$ cat config.mk
export PLATFORM = sky130hd
export DESIGN_NAME = bootloader_frame_decoder
export DESIGN_NICKNAME = d
export VERILOG_FILES = /design/src/rtl/bfd_pkg.sv /design/src/rtl/bootloader_frame_decoder.sv /design/src/rtl/bfd_ram.sv
export SDC_FILE = /design/constraint.sdc
export NUM_CORES = 2
export LEC_CHECK = 0
export BUFFER_PORTS_ARGS = -buffer_cell sky130_fd_sc_hd__buf_2
export CORE_MARGIN = 2
export CORE_UTILIZATION = 52
export CTS_CLUSTER_DIAMETER = 200
export CTS_CLUSTER_SIZE = 20
export DETAILED_ROUTE_END_ITERATION = 7
export PLACE_DENSITY = 0.68
export SLEW_MARGIN = 20
export SYNTH_ARGS = -nofsm -noshare
export SYNTH_HDL_FRONTEND = slang
export SYNTH_SLANG_ARGS = --single-unit
$ cat constraint.sdc
create_clock -name clk -period 4.26 [get_ports clk]
set_input_delay 0.639 -clock clk [delete_from_list [all_inputs] [get_ports clk]]
set_output_delay 0.639 -clock clk [all_outputs]
set_load 0.1 [all_outputs]
$ cat src/rtl/bfd_pkg.sv
// ----------------------------------------------------------------------------
// bfd_pkg
// Types and constants shared by the boot loader frame decoder files.
// ----------------------------------------------------------------------------
package bfd_pkg;

    localparam int PAYLOAD_DEPTH_DEF = 128;

    localparam logic [7:0] CHR_START = 8'h21;  // '!'
    localparam logic [7:0] CHR_ACK   = 8'h41;  // 'A'
    localparam logic [7:0] CHR_NACK  = 8'h4E;  // 'N'

    localparam logic [7:0] CMD_ERASE     = 8'h41;  // 'A'
    localparam logic [7:0] CMD_WRITE     = 8'h42;  // 'B'
    localparam logic [7:0] CMD_BANK      = 8'h43;  // 'C'
    localparam logic [7:0] CMD_TMO_ON    = 8'h44;  // 'D'
    localparam logic [7:0] CMD_READ      = 8'h45;  // 'E'
    localparam logic [7:0] CMD_TMO_OFF   = 8'h46;  // 'F'
    localparam logic [7:0] CMD_SIGNATURE = 8'h48;  // 'H'

    localparam logic [7:0] SIGNATURE_RESET = 8'h10;

    localparam logic [7:0] CMD_FRAME_LEN  = 8'd2;
    localparam logic [7:0] FILL_FRAME_LEN = 8'd66;
    // Index of the low byte of the final fill word.
    localparam logic [6:0] FILL_LAST_IDX  = 7'd64;
    localparam logic [6:0] FILL_FIRST_IDX = 7'd2;

    localparam logic [3:0] ACT_SEND     = 4'd0;
    localparam logic [3:0] ACT_ERASE    = 4'd1;
    localparam logic [3:0] ACT_WRITE    = 4'd2;
    localparam logic [3:0] ACT_FILL     = 4'd3;
    localparam logic [3:0] ACT_READ     = 4'd4;
    localparam logic [3:0] ACT_BANK_LO  = 4'd5;
    localparam logic [3:0] ACT_BANK_HI  = 4'd6;
    localparam logic [3:0] ACT_TMO_ON   = 4'd7;
    localparam logic [3:0] ACT_TMO_OFF  = 4'd8;

    typedef enum logic [3:0] {
        ST_HUNT,
        ST_LEN,
        ST_CMD,
        ST_DATA,
        ST_RD0,
        ST_RD1,
        ST_DECODE,
        ST_FILL_RD0,
        ST_FILL_RD1,
        ST_FILL_PUT,
        ST_ACK
    } state_t;

endpackage

$ cat src/rtl/bootloader_frame_decoder.sv
// ----------------------------------------------------------------------------
// bootloader_frame_decoder
// Decodes serial boot loader frames into flash actions and ACK/NACK bytes.
// ----------------------------------------------------------------------------
//  Channel   Handshake             Payload
//  in        in_valid / in_ready   rx_byte, char_timeout
//  out       out_valid / out_ready action, flash_address, fill_word, tx_byte, last
//  cfg       cfg_valid / cfg_ready cfg_data (signature byte)
//
// Received bytes are taken in the hunt, length, command and data states.
// After the final byte of a frame the input stalls while the payload RAM is
// read back through its single read port: RD0 and RD1 read the two address
// bytes, then the decode state loads the command result or the NACK, and the
// ACK state follows a command result. After the decode state a fill frame
// reads each fill word in FILL_RD0 and FILL_RD1 and loads it in FILL_PUT,
// then sends the ACK; the input is held off until the ACK is loaded.
// A stalled output holds the sequencer in place; no result is dropped.
// Reset returns the decoder to hunting for the start character.
// ----------------------------------------------------------------------------
module bootloader_frame_decoder #(
    parameter int PAYLOAD_DEPTH = bfd_pkg::PAYLOAD_DEPTH_DEF
) (
    input  logic        clk,
    input  logic        rst_n,
    input  logic        in_valid,
    output logic        in_ready,
    input  logic [7:0]  rx_byte,
    input  logic        char_timeout,
    output logic        out_valid,
    input  logic        out_ready,
    output logic [3:0]  action,
    output logic [15:0] flash_address,
    output logic [15:0] fill_word,
    output logic [7:0]  tx_byte,
    output logic        last,
    input  logic        cfg_valid,
    output logic        cfg_ready,
    input  logic [7:0]  cfg_data
);
    import bfd_pkg::*;

    localparam int AW = $clog2(PAYLOAD_DEPTH);

    state_t      state_reg, state_next;
    logic [7:0]  signature_reg;
    logic [7:0]  len_reg;
    logic [7:0]  cmd_reg;
    logic [8:0]  count_reg;
    logic [7:0]  xor_reg;
    logic [7:0]  lo_reg;
    logic [6:0]  idx_reg;
    logic [15:0] addr_reg;

    logic        out_valid_reg;
    logic [3:0]  action_reg;
    logic [15:0] address_reg;
    logic [15:0] word_reg;
    logic [7:0]  tx_reg;
    logic        last_reg;

    logic          accept;
    logic          slot_free;
    logic [8:0]    count_inc;
    logic          frame_done;
    logic          ram_wr_en;
    logic          ram_rd_en;
    logic [AW-1:0] ram_rd_addr;
    logic [7:0]    ram_rd_data;
    logic          frame_ok;
    logic [15:0]   start_addr;
    logic          cmd_known;
    logic [3:0]    cmd_action;
    logic [15:0]   cmd_address;
    logic [7:0]    cmd_tx;

    logic          emit;
    logic [3:0]    emit_action;
    logic [15:0]   emit_address;
    logic [15:0]   emit_word;
    logic [7:0]    emit_tx;
    logic          emit_last;

    assign accept     = in_valid && in_ready;
    assign slot_free  = !out_valid_reg || out_ready;
    assign count_inc  = count_reg + 9'd1;
    assign frame_done = count_inc >= ({1'b0, len_reg} + 9'd1);
    assign ram_wr_en  = accept && !char_timeout && (state_reg == ST_DATA)
                        && (count_reg < 9'(PAYLOAD_DEPTH));
    assign frame_ok   = (xor_reg == 8'd0);
    assign start_addr = {ram_rd_data, lo_reg};
    assign cfg_ready  = 1'b1;

    bfd_ram #(
        .WIDTH (8),
        .DEPTH (PAYLOAD_DEPTH)
    ) u_payload (
        .clk     (clk),
        .wr_en   (ram_wr_en),
        .wr_addr (count_reg[AW-1:0]),
        .wr_data (rx_byte),
        .rd_en   (ram_rd_en),
        .rd_addr (ram_rd_addr),
        .rd_data (ram_rd_data)
    );

    // Command decode for a length-2 frame; lo_reg holds the first data byte.
    always_comb
    begin
        cmd_known   = 1'b1;
        cmd_action  = ACT_SEND;
        cmd_address = 16'd0;
        cmd_tx      = 8'd0;
        case (cmd_reg)
            CMD_ERASE:
            begin
                cmd_action  = ACT_ERASE;
                cmd_address = start_addr;
            end
            CMD_WRITE:
            begin
                cmd_action  = ACT_WRITE;
                cmd_address = start_addr;
            end
            CMD_BANK:      cmd_action = (lo_reg == 8'd0) ? ACT_BANK_LO : ACT_BANK_HI;
            CMD_TMO_ON:    cmd_action = ACT_TMO_ON;
            CMD_READ:
            begin
                cmd_action  = ACT_READ;
                cmd_address = start_addr;
            end
            CMD_TMO_OFF:   cmd_action = ACT_TMO_OFF;
            CMD_SIGNATURE: cmd_tx = signature_reg;
            default:       cmd_known = 1'b0;
        endcase
    end

    // Next state.
    always_comb
    begin
        state_next = state_reg;
        case (state_reg)
            ST_HUNT:
            begin
                if (accept && !char_timeout && (rx_byte == CHR_START))
                begin
                    state_next = ST_LEN;
                end
            end
            ST_LEN:
            begin
                if (accept)
                begin
                    state_next = char_timeout ? ST_HUNT : ST_CMD;
                end
            end
            ST_CMD:
            begin
                if (accept)
                begin
                    state_next = char_timeout ? ST_HUNT : ST_DATA;
                end
            end
            ST_DATA:
            begin
                if (accept)
                begin
                    if (char_timeout)
                    begin
                        state_next = ST_HUNT;
                    end
                    else if (frame_done)
                    begin
                        state_next = ST_RD0;
                    end
                end
            end
            ST_RD0: state_next = ST_RD1;
            ST_RD1: state_next = ST_DECODE;
            ST_DECODE:
            begin
                if (frame_ok && (len_reg == FILL_FRAME_LEN))
                begin
                    state_next = ST_FILL_RD0;
                end
                else if (slot_free)
                begin
                    if (frame_ok && (len_reg == CMD_FRAME_LEN) && cmd_known)
                    begin
                        state_next = ST_ACK;
                    end
                    else
                    begin
                        state_next = ST_HUNT;
                    end
                end
            end
            ST_FILL_RD0: state_next = ST_FILL_RD1;
            ST_FILL_RD1: state_next = ST_FILL_PUT;
            ST_FILL_PUT:
            begin
                if (slot_free)
                begin
                    state_next = (idx_reg == FILL_LAST_IDX) ? ST_ACK : ST_FILL_RD0;
                end
            end
            ST_ACK:
            begin
                if (slot_free)
                begin
                    state_next = ST_HUNT;
                end
            end
            default: state_next = ST_HUNT;
        endcase
    end

    // Outputs of the sequencer.
    always_comb
    begin
        in_ready     = 1'b0;
        ram_rd_en    = 1'b0;
        ram_rd_addr  = '0;
        emit         = 1'b0;
        emit_action  = ACT_SEND;
        emit_address = 16'd0;
        emit_word    = 16'd0;
        emit_tx      = 8'd0;
        emit_last    = 1'b0;
        case (state_reg)
            ST_HUNT, ST_LEN, ST_CMD, ST_DATA: in_ready = 1'b1;
            ST_RD0:
            begin
                ram_rd_en   = 1'b1;
                ram_rd_addr = AW'(0);
            end
            ST_RD1:
            begin
                ram_rd_en   = 1'b1;
                ram_rd_addr = AW'(1);
            end
            ST_DECODE:
            begin
                if (!(frame_ok && (len_reg == FILL_FRAME_LEN)) && slot_free)
                begin
                    emit = 1'b1;
                    if (frame_ok && (len_reg == CMD_FRAME_LEN) && cmd_known)
                    begin
                        emit_action  = cmd_action;
                        emit_address = cmd_address;
                        emit_tx      = cmd_tx;
                    end
                    else
                    begin
                        emit_tx   = CHR_NACK;
                        emit_last = 1'b1;
                    end
                end
            end
            ST_FILL_RD0:
            begin
                ram_rd_en   = 1'b1;
                ram_rd_addr = AW'(idx_reg);
            end
            ST_FILL_RD1:
            begin
                ram_rd_en   = 1'b1;
                ram_rd_addr = AW'(idx_reg + 7'd1);
            end
            ST_FILL_PUT:
            begin
                emit         = slot_free;
                emit_action  = ACT_FILL;
                emit_address = addr_reg;
                emit_word    = {ram_rd_data, lo_reg};
            end
            ST_ACK:
            begin
                emit      = slot_free;
                emit_tx   = CHR_ACK;
                emit_last = 1'b1;
            end
            default: in_ready = 1'b0;
        endcase
    end

    // Control registers.
    always_ff @(posedge clk or negedge rst_n)
    begin
        if (!rst_n)
        begin
            state_reg     <= ST_HUNT;
            signature_reg <= SIGNATURE_RESET;
            len_reg       <= 8'd0;
            cmd_reg       <= 8'd0;
            count_reg     <= 9'd0;
            xor_reg       <= 8'd0;
            out_valid_reg <= 1'b0;
        end
        else
        begin
            state_reg <= state_next;
            if (cfg_valid && cfg_ready)
            begin
                signature_reg <= cfg_data;
            end
            if (accept)
            begin
                if (char_timeout)
                begin
                    if (state_reg != ST_HUNT)
                    begin
                        count_reg <= 9'd0;
                        xor_reg   <= 8'd0;
                    end
                end
                else
                begin
                    case (state_reg)
                        ST_HUNT:
                        begin
                            if (rx_byte == CHR_START)
                            begin
                                count_reg <= 9'd0;
                                xor_reg   <= 8'd0;
                            end
                        end
                        ST_LEN:
                        begin
                            len_reg <= rx_byte;
                            xor_reg <= xor_reg ^ rx_byte;
                        end
                        ST_CMD:
                        begin
                            cmd_reg   <= rx_byte;
                            xor_reg   <= xor_reg ^ rx_byte;
                            count_reg <= 9'd0;
                        end
                        default:
                        begin
                            xor_reg   <= xor_reg ^ rx_byte;
                            count_reg <= frame_done ? 9'd0 : count_inc;
                        end
                    endcase
                end
            end
            if (emit)
            begin
                out_valid_reg <= 1'b1;
            end
            else if (out_ready)
            begin
                out_valid_reg <= 1'b0;
            end
        end
    end

    // Datapath registers.
    always_ff @(posedge clk)
    begin
        if ((state_reg == ST_RD1) || (state_reg == ST_FILL_RD1))
        begin
            lo_reg <= ram_rd_data;
        end
        if (state_reg == ST_DECODE)
        begin
            addr_reg <= start_addr;
            idx_reg  <= FILL_FIRST_IDX;
        end
        else if ((state_reg == ST_FILL_PUT) && slot_free)
        begin
            addr_reg <= addr_reg + 16'd2;
            idx_reg  <= idx_reg + 7'd2;
        end
        if (emit)
        begin
            action_reg  <= emit_action;
            address_reg <= emit_address;
            word_reg    <= emit_word;
            tx_reg      <= emit_tx;
            last_reg    <= emit_last;
        end
    end

    assign out_valid     = out_valid_reg;
    assign action        = action_reg;
    assign flash_address = address_reg;
    assign fill_word     = word_reg;
    assign tx_byte       = tx_reg;
    assign last          = last_reg;

endmodule

$ cat src/rtl/bfd_ram.sv
// ----------------------------------------------------------------------------
// bfd_ram
// Generic single-write, single-read RAM with a registered read port.
// ----------------------------------------------------------------------------
module bfd_ram #(
    parameter int WIDTH = 8,
    parameter int DEPTH = 128
) (
    input  logic                     clk,
    input  logic                     wr_en,
    input  logic [$clog2(DEPTH)-1:0] wr_addr,
    input  logic [WIDTH-1:0]         wr_data,
    input  logic                     rd_en,
    input  logic [$clog2(DEPTH)-1:0] rd_addr,
    output logic [WIDTH-1:0]         rd_data
);

    logic [WIDTH-1:0] mem [DEPTH];

    always_ff @(posedge clk)
    begin
        if (wr_en)
        begin
            mem[wr_addr] <= wr_data;
        end
        // The read data holds until the next read is issued.
        if (rd_en)
        begin
            rd_data <= mem[rd_addr];
        end
    end

endmodule

==> results.txt <==
Rel. slew slack - 34.8%
CP Capture Type - flop
Buffers on Ports - 68
gp weighted congestion - 0.933
Fillers - 6,974
Initial Utilization - 52.7%
Area contributors post-synth - edfxtp_1, nand2_1, mux4_2
status - finished, violations left
max reg flops - 1,024
area leader, netlist - edfxtp_1
dpl ws - 0.448 ns
unrepaired setup endpoints after global routing - no
Clock transition at path regs - 0.09 ns
Seq/Total Area, Yosys - 72.2%
die area - 93,900 um2
largest net degree at the start of global routing - 99
TNS Setup - 0 ns
number of flops mapped to enable cells by yosys - 1,101
multi-input logic area - 12,200 um2
worst setup margin - 0.292 ns
Top reg by flops - u_payload.mem
Num CTS Buffers - 67
clock latency on the worst-skew pair - 0.65 ns
P&R area growth vs syn - 7.58%
Sequential Area - 34,300 um2
Switching Share - 33.8%
Pint - 18,300 uW
Antenna Nets Post-Route - 0
syn avg cell area - 14.4 um2
CTS tree - done
routed vias/inst - 6.58
crit share post-route - 93.1%
Sequential Power Share - 48.2%
clock share of power - 23.3%
die width - 306 um
crit path max-delay cell type - dfrtp_1
Distinct cells, synth - 86
DRC errors left - 0
# IOs - 70
clk buf depth - 3
Worst EP required - 4.67 ns
DR WL/cell - 28.3 um
Hold Buf Count CTS - 0
WL final - 128,000 um
WS Path Type - flop to flop
Ys Warns - 0
Final Hold Vio Count - 16
Overall Global Routing Usage - 27.1%
Post-CTS Setup Inserts - 0
antenna violations before repair - 5
layout cells sized above 1 - 11.3%
final setup fails - 0
Row Count - 110
worst-path cell chain - nor4b_4, buf_4, o21ai_4, buf_12, buf_4, a211oi_1, a311oi_1, o21ai_0, a32oi_1, and4_1
Initial DRT Pass Iterations - 6
FMAX - 252 MHz
Net Count, Synth - 3,349
maximum VDD drop - 0.000405 V
utilization after layout - 56.7%
minimum clock period - 3.97 ns
violated checks - hold timing
dominant synthesized flop cell - edfxtp_1
Pleak - 0.0167 uW
TritonCTS Sinks - 1,153
Synth top area share - 69.5%
synthesis-stage register bit count - 1,153
worst min path class - input port to async pin
final slew viol count - 0
# H-tree levels - 3
Cells after Synth - 3,312
Least-Margin Pin Slew - 0.978 ns
max_cap viols - 0
DRT iter0 DRCs - 4,612
number of global-route vias before repair - 28,600
clk root buf - clkbuf_16
total global routing overflow - 0
detailed-route via count - 29,800
WP data arrival - 4.38 ns
DP Wirelength - 80,300 um
cts repair resizes - 0
CP max stage delay - 0.58 ns
Die Ht - 306 um
Synth async-reset ratio - 3.99%
Max Clock Skew - 0.0380 ns
Comb pwr share - 28.5%
Worst path most repeated cell - buf_4
core area - 90,300 um2
diodes inserted - 0
critical path peak fanout - 43
Mapped Area - 47,600 um2
first-pass GRT wire length - 189,000 um
NetSw - 9360 uW
final hold slack - -0.00974 ns
Critical Path Start Type - flop
Layout Nets - 3,367
pwr/cell area - 540 nW/um2
## stage by stage
| step | power, uW | cell area (um2) | std cells |
|---|---|---|---|
| global route | 28600 | 51200 | 4522 |
| global placement | 21100 | 49400 | 4437 |
| finish | 27600 | 51200 | 4522 |
| CTS | 27600 | 51200 | 4522 |
| detailed placement | 21300 | 49400 | 4437 |
| floorplan | 18900 | 47600 | 3312 |
## placed cells by master, fill, tap and decap left out, types with 19 or more instances in the layout
master / netlist / final
edfxtp_1: 1101 / 1101
nand2_1: 496 / 496
nand3_1: 249 / 249
nor2_1: 180 / 179
buf_4: 24 / 109
o21ai_0: 105 / 104
a22o_1: 77 / 77
clkbuf_16: 0 / 69
a211oi_1: 64 / 63
a31oi_1: 59 / 59
buf_2: 51 / 59
mux4_2: 57 / 57
a311oi_1: 54 / 54
and3_1: 53 / 53
a21oi_1: 54 / 53
nand4_1: 50 / 50
dfrtp_1: 45 / 44
and2_1: 41 / 41
mux2i_1: 38 / 38
mux2_2: 34 / 34
a22oi_1: 30 / 30
nor2b_1: 27 / 27
o211ai_1: 23 / 23
xor2_1: 21 / 21
xnor2_1: 19 / 19
## path summary, 6_finish.rpt
| kind | from | end | slack (ns) | depth (start not counted) |
|---|---|---|---|---|
| worst max-delay path | state_reg[1] | u_payload.rd_data[5] | 0.29 | 10 |
| worst min-delay path | rst_n | xor_reg[3] | -0.01 | 1 |
| worst max register to register | state_reg[1] | u_payload.rd_data[5] | 0.29 | 10 |
| worst min register to register | cmd_reg[4] | cmd_reg[4] | 0.51 | 1 |
| max in group asynchronous | rst_n | state_reg[3] | 3.85 | 1 |
| min in group clk | cfg_data[7] | signature_reg[7] | 0.22 | 2 |
## power groups by stage
stage / clock network (uW) / registers (uW) / logic [uW]
floorplan: 0 / 14000 / 4910
global placement: 0 / 13600 / 7590
detailed placement: 0 / 13600 / 7760
CTS: 6500 / 13300 / 7780
global route: 6890 / 13400 / 8360
finish: 6450 / 13300 / 7870
## critical path: cells and delay by family, from the launching register on
kind / cells / cell delay (ns)
buffers and inverters: 3 / 0.88
flip-flops: 1 / 0.58
AND/OR/NAND/NOR: 2 / 0.76
AO/OA/AOI/OAI: 5 / 1.45
## metal layers
metal	share of wire [%]	GRT usage, %
met4	4.0	10.4
met2	46	41.7
met5	0.029	0
met1	40	38.9
met3	11	4.97
## synth_stat cells (4+ instances only)
| library cell | number |
|---|---|
| edfxtp_1 | 1101 |
| nand2_1 | 496 |
| nand3_1 | 249 |
| nor2_1 | 180 |
| clkbuf_1 | 126 |
| o21ai_0 | 105 |
| a22o_1 | 77 |
| a211oi_1 | 64 |
| a31oi_1 | 59 |
| mux4_2 | 57 |
| a21oi_1 | 54 |
| a311oi_1 | 54 |
| and3_1 | 53 |
| buf_2 | 51 |
| nand4_1 | 50 |
| dfrtp_1 | 45 |
| and2_1 | 41 |
| mux2i_1 | 38 |
| mux2_2 | 34 |
| a22oi_1 | 30 |
| nor2b_1 | 27 |
| buf_4 | 24 |
| o211ai_1 | 23 |
| xor2_1 | 21 |
| xnor2_1 | 19 |
| a32oi_1 | 16 |
| buf_1 | 16 |
| ha_1 | 15 |
| a222oi_1 | 14 |
| inv_1 | 14 |
| a21o_1 | 13 |
| and4_1 | 10 |
| buf_6 | 10 |
| nor3_1 | 9 |
| a221oi_1 | 6 |
| dfxtp_1 | 6 |
| nor4_1 | 6 |
| a2111oi_0 | 5 |
| nand2b_1 | 5 |
| nor4b_1 | 5 |
| a311o_1 | 4 |
| and4b_1 | 4 |
| o22ai_1 | 4 |
## layout make-up
type,instances,area share [%]
clock buffer,82,3.47
clock inverter,3,0.0513
inverter,17,0.134
multi-input combinational,1913,23.8
sequential,1153,67.1
tap,1176,2.87
timing repair buffer,178,2.57
## cells by family (layout without fill, tap and decap cells)
group / Yosys count / in the layout / synth area share (%)
simple gates: 1163 / 1163 / 11.4
other cells: 1 / 1 / 0.00788
mux: 129 / 129 / 4.30
flops: 1153 / 1153 / 72.2
fa+ha+maj: 15 / 15 / 0.394
buf+inv: 246 / 280 / 2.47
xor+xnor: 40 / 40 / 0.736
compound gates: 565 / 565 / 8.56
No activity file was read; power rests on OpenSTA's default activity.
